`src/rtl/core/assert_macros.svh`:
```
// Assertion helpers shared by the RTL files.
`ifndef ASSERT_MACROS_SVH
`define ASSERT_MACROS_SVH

// Same-cycle implication, checked on every rising clock edge outside reset.
`define ASSERT_IMPLIES(label, clk, rst, pre, post) \
   label: assert property (@(posedge clk) disable iff (rst) (pre) |-> (post)) \
      else $error("same-cycle implication violated");

// Next-cycle implication, checked on every rising clock edge outside reset.
`define ASSERT_NEXT(label, clk, rst, pre, post) \
   label: assert property (@(posedge clk) disable iff (rst) (pre) |=> (post)) \
      else $error("next-cycle implication violated");

`endif

```
`src/rtl/core/i2cmw_pkg.sv`:
```
package i2cmw_pkg;

   // Command kinds carried on the request tuser bit.
   localparam logic CmdStart = 1'b0;
   localparam logic CmdEvent = 1'b1;

   // Bit counts handed to the serial shift unit.
   localparam logic [3:0] BitsNone = 4'd0;
   localparam logic [3:0] BitsAck  = 4'd1;
   localparam logic [3:0] BitsByte = 4'd8;

   // Shift values for the stop sequence: pull SDA low, then release it.
   localparam logic [7:0] StopLowValue  = 8'h00;
   localparam logic [7:0] ReleaseValue  = 8'hFF;

   localparam int ReqDataW = 24;
   localparam int RspDataW = 24;

   // Request fields; the last member sits in the lowest bits.
   typedef struct packed {
      logic [7:0] tx_byte;
      logic       received_bit;
      logic [7:0] byte_total;
      logic [6:0] slave_address;
      logic       cmd;
   } req_item_type;

   // Result fields, packed so that shift_value is in the lowest bits.
   typedef struct packed {
      logic       bad_command;
      logic       done_res;
      logic       nack_seen;
      logic       byte_taken;
      logic       latch_open;
      logic       sda_drive;
      logic [3:0] bit_count;
      logic       shift_load;
      logic [7:0] shift_value;
   } rsp_item_type;

   localparam int RspItemW = $bits(rsp_item_type);

endpackage

```
`src/rtl/core/i2cmw_seq.sv`:
```
`include "assert_macros.svh"

module i2cmw_seq import i2cmw_pkg::*; (
   input  logic         clock,
   input  logic         reset,
   input  logic         fire,
   input  req_item_type item,
   output rsp_item_type rsp
);

   typedef enum logic [2:0] {
      PH_IDLE     = 3'd0,
      PH_ADDR_RX  = 3'd1,
      PH_ADDR_CHK = 3'd2,
      PH_DATA_RX  = 3'd3,
      PH_DATA_CHK = 3'd4,
      PH_STOP     = 3'd5
   } phase_type;

   phase_type  phase_ff, phase_in;
   logic [7:0] bytes_sent_ff, bytes_sent_in;
   logic [7:0] bytes_wanted_ff, bytes_wanted_in;

   always_comb begin
      rsp             = '0;
      phase_in        = phase_ff;
      bytes_sent_in   = bytes_sent_ff;
      bytes_wanted_in = bytes_wanted_ff;

      if (item.cmd == CmdStart) begin
         if (phase_ff != PH_IDLE) begin
            rsp.bad_command = 1'b1;
         end else begin
            // Address with the write bit low, start condition through the latch.
            bytes_wanted_in = item.byte_total;
            bytes_sent_in   = 8'd0;
            rsp.shift_value = {item.slave_address, 1'b0};
            rsp.shift_load  = 1'b1;
            rsp.bit_count   = BitsByte;
            rsp.latch_open  = 1'b1;
            phase_in        = PH_ADDR_RX;
         end
      end else begin
         case (phase_ff)
            PH_ADDR_RX, PH_DATA_RX: begin
               rsp.bit_count = BitsAck;
               phase_in      = (phase_ff == PH_ADDR_RX) ? PH_ADDR_CHK : PH_DATA_CHK;
            end
            PH_ADDR_CHK, PH_DATA_CHK: begin
               if (item.received_bit || (phase_ff == PH_DATA_CHK &&
                                         bytes_sent_ff >= bytes_wanted_ff)) begin
                  rsp.nack_seen   = item.received_bit;
                  rsp.shift_value = StopLowValue;
                  rsp.shift_load  = 1'b1;
                  rsp.bit_count   = BitsAck;
                  phase_in        = PH_STOP;
               end else begin
                  rsp.shift_value = item.tx_byte;
                  rsp.shift_load  = 1'b1;
                  rsp.bit_count   = BitsByte;
                  rsp.byte_taken  = 1'b1;
                  bytes_sent_in   = bytes_sent_ff + 8'd1;
                  phase_in        = PH_DATA_RX;
               end
            end
            PH_STOP: begin
               rsp.shift_value = ReleaseValue;
               rsp.shift_load  = 1'b1;
               rsp.bit_count   = BitsNone;
               rsp.latch_open  = 1'b1;
               rsp.done_res    = 1'b1;
               phase_in        = PH_IDLE;
            end
            default: begin
               rsp.bad_command = 1'b1;
            end
         endcase
      end

      rsp.sda_drive = (phase_in inside {PH_ADDR_RX, PH_DATA_RX, PH_STOP});
   end

   always_ff @(posedge clock) begin
      if (reset) begin
         phase_ff        <= PH_IDLE;
         bytes_sent_ff   <= 8'd0;
         bytes_wanted_ff <= 8'd0;
      end else if (fire) begin
         phase_ff        <= phase_in;
         bytes_sent_ff   <= bytes_sent_in;
         bytes_wanted_ff <= bytes_wanted_in;
      end
   end

   `ASSERT_NEXT(a_done_goes_idle, clock, reset, fire && rsp.done_res, phase_ff == PH_IDLE)
   `ASSERT_NEXT(a_start_goes_addr, clock, reset,
                fire && rsp.latch_open && !rsp.done_res, phase_ff == PH_ADDR_RX)
   `ASSERT_IMPLIES(a_sent_bounded, clock, reset, phase_ff != PH_IDLE,
                   bytes_sent_ff <= bytes_wanted_ff || bytes_sent_ff == 8'd1)

endmodule

```
`src/rtl/core/i2c_master_write_sequencer.sv`:
```
// An accepted item is held in the input register; its result is registered into the
// result register once that is free or being drained. Throughput: one item per cycle
// while the receiver takes results. When both registers are full, req_tready follows
// rsp_tready in the same cycle, so a stalled receiver holds the sender after two items.
// Reset: synchronous, active high; clears the valid flags and returns the sequencer to idle
// with zero byte counts.
`include "assert_macros.svh"

module i2c_master_write_sequencer import i2cmw_pkg::*; (
   input  logic                clock,
   input  logic                reset,
   // Request channel.
   input  logic                req_tvalid,
   output logic                req_tready,
   // Fields from bit 0: slave_address[6:0], byte_total[14:7], received_bit[15],
   // tx_byte[23:16].
   input  logic [ReqDataW-1:0] req_tdata,
   // Field: cmd (0 = start write transfer, 1 = shift-done event).
   input  logic                req_tuser,
   // Result channel.
   output logic                rsp_tvalid,
   input  logic                rsp_tready,
   // Fields from bit 0: shift_value[7:0], shift_load[8], bit_count[12:9], sda_drive[13],
   // latch_open[14], byte_taken[15], nack_seen[16], done_res[17], bad_command[18],
   // zero fill above.
   output logic [RspDataW-1:0] rsp_tdata
);

   // The input register holds one accepted item; the sequencer processes it
   // when the item moves into the result register.
   logic         in_valid_ff;
   req_item_type in_item_ff, in_item_in;
   logic         out_valid_ff;
   rsp_item_type out_item_ff;
   rsp_item_type step_rsp;
   logic         move;

   // An item moves forward whenever the result register is empty or being drained.
   assign move       = in_valid_ff && (!out_valid_ff || rsp_tready);
   assign req_tready = !in_valid_ff || move;

   always_comb begin
      in_item_in.cmd           = req_tuser;
      in_item_in.slave_address = req_tdata[6:0];
      in_item_in.byte_total    = req_tdata[14:7];
      in_item_in.received_bit  = req_tdata[15];
      in_item_in.tx_byte       = req_tdata[23:16];
   end

   // The phase and byte counters advance exactly once per item, on the move.
   i2cmw_seq u_seq (
      .clock (clock),
      .reset (reset),
      .fire  (move),
      .item  (in_item_ff),
      .rsp   (step_rsp)
   );

   always_ff @(posedge clock) begin
      if (reset) begin
         in_valid_ff  <= 1'b0;
         out_valid_ff <= 1'b0;
      end else begin
         if (req_tready) begin
            in_valid_ff <= req_tvalid;
         end
         if (move) begin
            out_valid_ff <= 1'b1;
         end else if (rsp_tready) begin
            out_valid_ff <= 1'b0;
         end
      end
   end

   // Payload registers carry no reset.
   always_ff @(posedge clock) begin
      if (req_tvalid && req_tready) begin
         in_item_ff <= in_item_in;
      end
      if (move) begin
         out_item_ff <= step_rsp;
      end
   end

   assign rsp_tvalid = out_valid_ff;
   assign rsp_tdata  = {{(RspDataW - RspItemW){1'b0}}, out_item_ff};

   `ASSERT_NEXT(a_move_fills_output, clock, reset, move, rsp_tvalid)
   `ASSERT_NEXT(a_rsp_held, clock, reset, rsp_tvalid && !rsp_tready, rsp_tvalid && $stable(rsp_tdata))
   `ASSERT_IMPLIES(a_ready_when_empty, clock, reset, !in_valid_ff, req_tready)

endmodule
```
`config.mk`:
```
export PLATFORM = sky130hd
export DESIGN_NAME = i2c_master_write_sequencer
export DESIGN_NICKNAME = d
export VERILOG_FILES = /design/src/rtl/core/i2cmw_pkg.sv /design/src/rtl/core/i2cmw_seq.sv /design/src/rtl/core/i2c_master_write_sequencer.sv
export VERILOG_INCLUDE_DIRS = /design/src /design/src/rtl/core
export SDC_FILE = /design/constraint.sdc
export NUM_CORES = 1
export LEC_CHECK = 0
export ABC_CLOCK_PERIOD_IN_PS = 2200
export BUFFER_PORTS_ARGS = -buffer_cell sky130_fd_sc_hd__buf_2
export CAP_MARGIN = 5
export CORE_MARGIN = 2
export CORE_UTILIZATION = 40
export CTS_BUF_LIST = sky130_fd_sc_hd__clkbuf_8 sky130_fd_sc_hd__clkbuf_16
export DETAILED_ROUTE_END_ITERATION = 10
export HOLD_SLACK_MARGIN = 0.06
export SLEW_MARGIN = 20
export SYNTH_ARGS = -nofsm -noshare
export SYNTH_HDL_FRONTEND = slang
export SYNTH_HIERARCHICAL = 1
export SYNTH_SLANG_ARGS = --single-unit
```
`constraint.sdc`:
```
create_clock -name clock -period 2.2 [get_ports clock]
set_input_delay 0.11 -clock clock [delete_from_list [all_inputs] [get_ports clock]]
set_output_delay 0.11 -clock clock [all_outputs]
set_load 0.01 [all_outputs]
```
==> flow_metrics.py <==
metrics = {
    "detailed_routing": {
        "drtPass1Iterations": 4,
        "drc_errors": 0,
        "vias": 2145,
        "drt_iter0_drc": 130,
        "postRouteAntennaNets": 0,
        "vias_per_cell": 4.89,
        "post_drt_wl_per_cell_um": 13.2,
        "routed_wl_um": 5790,
    },
    "yosys": {
        "synth_compound_area_share_pct": 14.1,
        "yosysMostFrequentCell": "edfxtp_1",
        "synthTopCellsByArea": "edfxtp_1 46%, dfxtp_1 15%, a21oi_1 4.2%",
        "synth_cells": 249,
        "ys_warn_count": 6,
        "synthMuxAreaShare_pct": 0,
        "synth_fa_ha_area_share_pct": 3.93,
        "synth_top_family_by_area": "simple AND/OR/NAND/NOR gates",
        "synth_edf_count": 44,
        "synth_top_cell_by_area": "edfxtp_1",
        "synthSimpleGateAreaFrac_pct": 14.5,
        "synthFlopType": "edfxtp_1",
        "yosysSeqAreaShare_pct": 60.8,
        "synth.top_cell.area_share_pct": 46.1,
        "syn_area_um2": 2860,
        "yosysUniqueCellTypes": 49,
        "synth_common_cells": "44 x edfxtp_1, 28 x nand2_1, 24 x a21oi_1",
        "ys_ff_latch": 65,
        "post_synth.cell_area_avg_um2": 11.5,
        "synth_xor_area_share_pct": 0.612,
        "async_flop_share_pct": 0,
    },
    "clock_tree": {
        "cts_tree": "yes",
        "htree_num_levels": 3,
        "path_clk_slew_ps": 70,
        "cts_max_path_buffers": 2,
        "clock-sinks": 65,
        "clkLatencyLatePin_ps": 350,
        "cts_made_buffers": 9,
        "cts-root-buf": "clkbuf_8",
    },
    "global_routing": {
        "grt-ovfl-total": 0,
        "grt_util_all_layers_pct": 16.2,
        "grt_pass1_vias": 2056,
        "grt_max_degree": 26,
        "antenna_found_initial": 0,
        "grt_pass1_wl_um": 9400,
    },
    "sta": {
        "fin_crit_sh_pct": 99.3,
        "hold_ws_ps": 92.1,
        "fin_skew_ps": 11.6,
        "grt_setup_unrepaired": "true",
        "finalMaxSlewViolations": 0,
        "min_period_ps": 2180,
        "layout_setup_ws_ps": 16.4,
        "finalSetupViolCount": 0,
        "hold_viol": 0,
        "fmax_mhz": 458,
    },
    "critical_path": {
        "crit_family": "compound AO/OA/AOI/OAI gates",
        "cp_data_required_time_ps": 2470,
        "cpMaxStageDelayCell": "or4_1",
        "cp-start-kind": "flop",
        "path_cells": "inv_2 > ha_4 > and3_4 > a221o_1 > a21oi_2 > o211ai_2 > or4_1 > a21oi_1",
        "worst-path-buf-inv": 1,
        "max_stage_delay_ps": 530,
        "critPathMaxFanout": 4,
        "crit_type": "reg -> reg",
        "worstSetupEndpointType": "flop",
        "worstPathArrival_ps": 2460,
    },
    "die": {
        "fp.dieH_um": 88.6,
        "start_util_pct": 41.7,
        "die-area_um2": 7850,
        "dieWidth_um": 88.6,
        "rows": 30,
        "io_pins": 55,
        "coreArea_um2": 6870,
    },
    "layout": {
        "fin_area_um2": 3790,
        "fin_util_pct": 55.1,
        "finalNetCount": 376,
        "syn2layout_area_growth_pct": 32.2,
        "n_fill_cell": 615,
        "drive_gt1_share_pct": 31.5,
        "insertedDiodeCount": 0,
    },
    "run_status": {
        "outcome": "complete, no violations",
    },
    "placed_design": {
        "postPlaceCellArea_um2": 3290,
        "dpl_worst_slack_ps": -61.4,
        "dpl.hpwl_um": 3960,
        "port_buffers": 49,
        "place_congestion": 0.823,
    },
    "power": {
        "ir_drop_mv": 0.508,
        "p_leak_nw": 1.51,
        "power_density_nw_per_um2": 682,
    },
    "flow_run": {
        "drv_cap": 0,
    },
    "min_path": {
        "hold_path.class": "in -> reg",
    },
}
where the power goes:
part | internal [mW] | total (mW) | switching, mW
clock network | 0.421 | 0.861 | 0.440
registers | 1.38 | 1.40 | 0.0262
logic | 0.156 | 0.317 | 0.161
total | 1.95 | 2.58 | 0.626
state kept, by name, indices dropped and copies added, names as in the netlist:
register / cells
in_item_ff: 25
in_valid_ff: 1
rsp_tdata: 19
rsp_tvalid: 1
u_seq/bytes_sent_ff: 8
u_seq/bytes_wanted_ff: 8
u_seq/phase_ff: 3
layout make-up:
class / count / area (um^2) / share of cell area [%]
Multi-Input combinational cell: 153 / 1030 / 27.3
Timing Repair Buffer: 94 / 661 / 17.4
Sequential cell: 65 / 1750 / 46.2
Clock buffer: 10 / 138 / 3.64
Clock inverter: 6 / 27.5 / 0.727
Inverter: 15 / 56.3 / 1.49
Tap cell: 96 / 120 / 3.17
repair_timing:
action                                  4_1_cts  5_1_grt
buffers inserted                              0        1
endpoints found under the setup margin        3       13
hold buffers                                 26        0
gates resized for setup                       2       14
endpoints found under the hold margin        26        0
pin swaps                                     3        6
placed cells by master (no fill, tap or decap), types with 3 or more instances in the layout:
| cell | netlist | final |
|---|---|---|
| nand2b_1 | 3 | 3 |
| conb_1 | 2 | 7 |
| buf_2 | 4 | 49 |
| o21ai_0 | 5 | 5 |
| and2_1 | 4 | 4 |
| a31oi_1 | 4 | 4 |
| clkbuf_8 | 0 | 10 |
| a21oi_1 | 24 | 24 |
| dfxtp_2 | 0 | 6 |
| nand2_1 | 28 | 28 |
| nor2_1 | 14 | 14 |
| nor3_1 | 3 | 3 |
| edfxtp_1 | 44 | 44 |
| inv_1 | 15 | 15 |
| ha_4 | 0 | 3 |
| ha_1 | 9 | 6 |
| dfxtp_1 | 21 | 15 |
| dlygate4sd3_1 | 0 | 26 |
| a221o_1 | 8 | 8 |
| buf_4 | 7 | 18 |
final timing paths:
check,from,end,slack [ps],cells after the start
max,u_seq/bytes_wanted_ff[6],u_seq/bytes_sent_ff[6],20,8
min,rsp_tready,in_valid_ff,90,3
max reg2reg,u_seq/bytes_wanted_ff[6],u_seq/bytes_sent_ff[6],20,8
min reg2reg,u_seq/bytes_wanted_ff[5],u_seq/bytes_wanted_ff[5],460,2
cells by family (layout without fill, tap and decap cells):
| logic type | Yosys count | count (layout) |
|---|---|---|
| fa+ha+maj | 9 | 9 |
| xor+xnor | 2 | 2 |
| other cells | 2 | 7 |
| flops | 65 | 65 |
| buf+inv | 36 | 125 |
| compound gates | 59 | 59 |
| simple gates | 76 | 76 |
worst register-to-register path, delay by kind of cell (launching register included):
kind                       cells  cell delay, ps
DFF                            1             340
and+or+nand+nor                2             710
AOI/OAI and AO/OA              4             820
buffers and inverters          1              40
adders and majority gates      1             210
routing by layer:
metal	wire length (um)	part of all wire [%]	track usage, %
met2	2910	50	26.9
met1	2510	43	18.9
met5	0	0	0
met3	234	4.0	4.48
met4	136	2.3	9.37
stage by stage:
step / instances / power, mW / setup TNS (ps)
floorplan: 254 / 1.60 / 0
global placement: 396 / 1.70 / -9.71
finish: 439 / 2.58 / 0
global route: 439 / 2.70 / -168
CTS: 438 / 2.60 / 0
detailed placement: 396 / 1.71 / -121
Power figures use the tool's default switching activity.
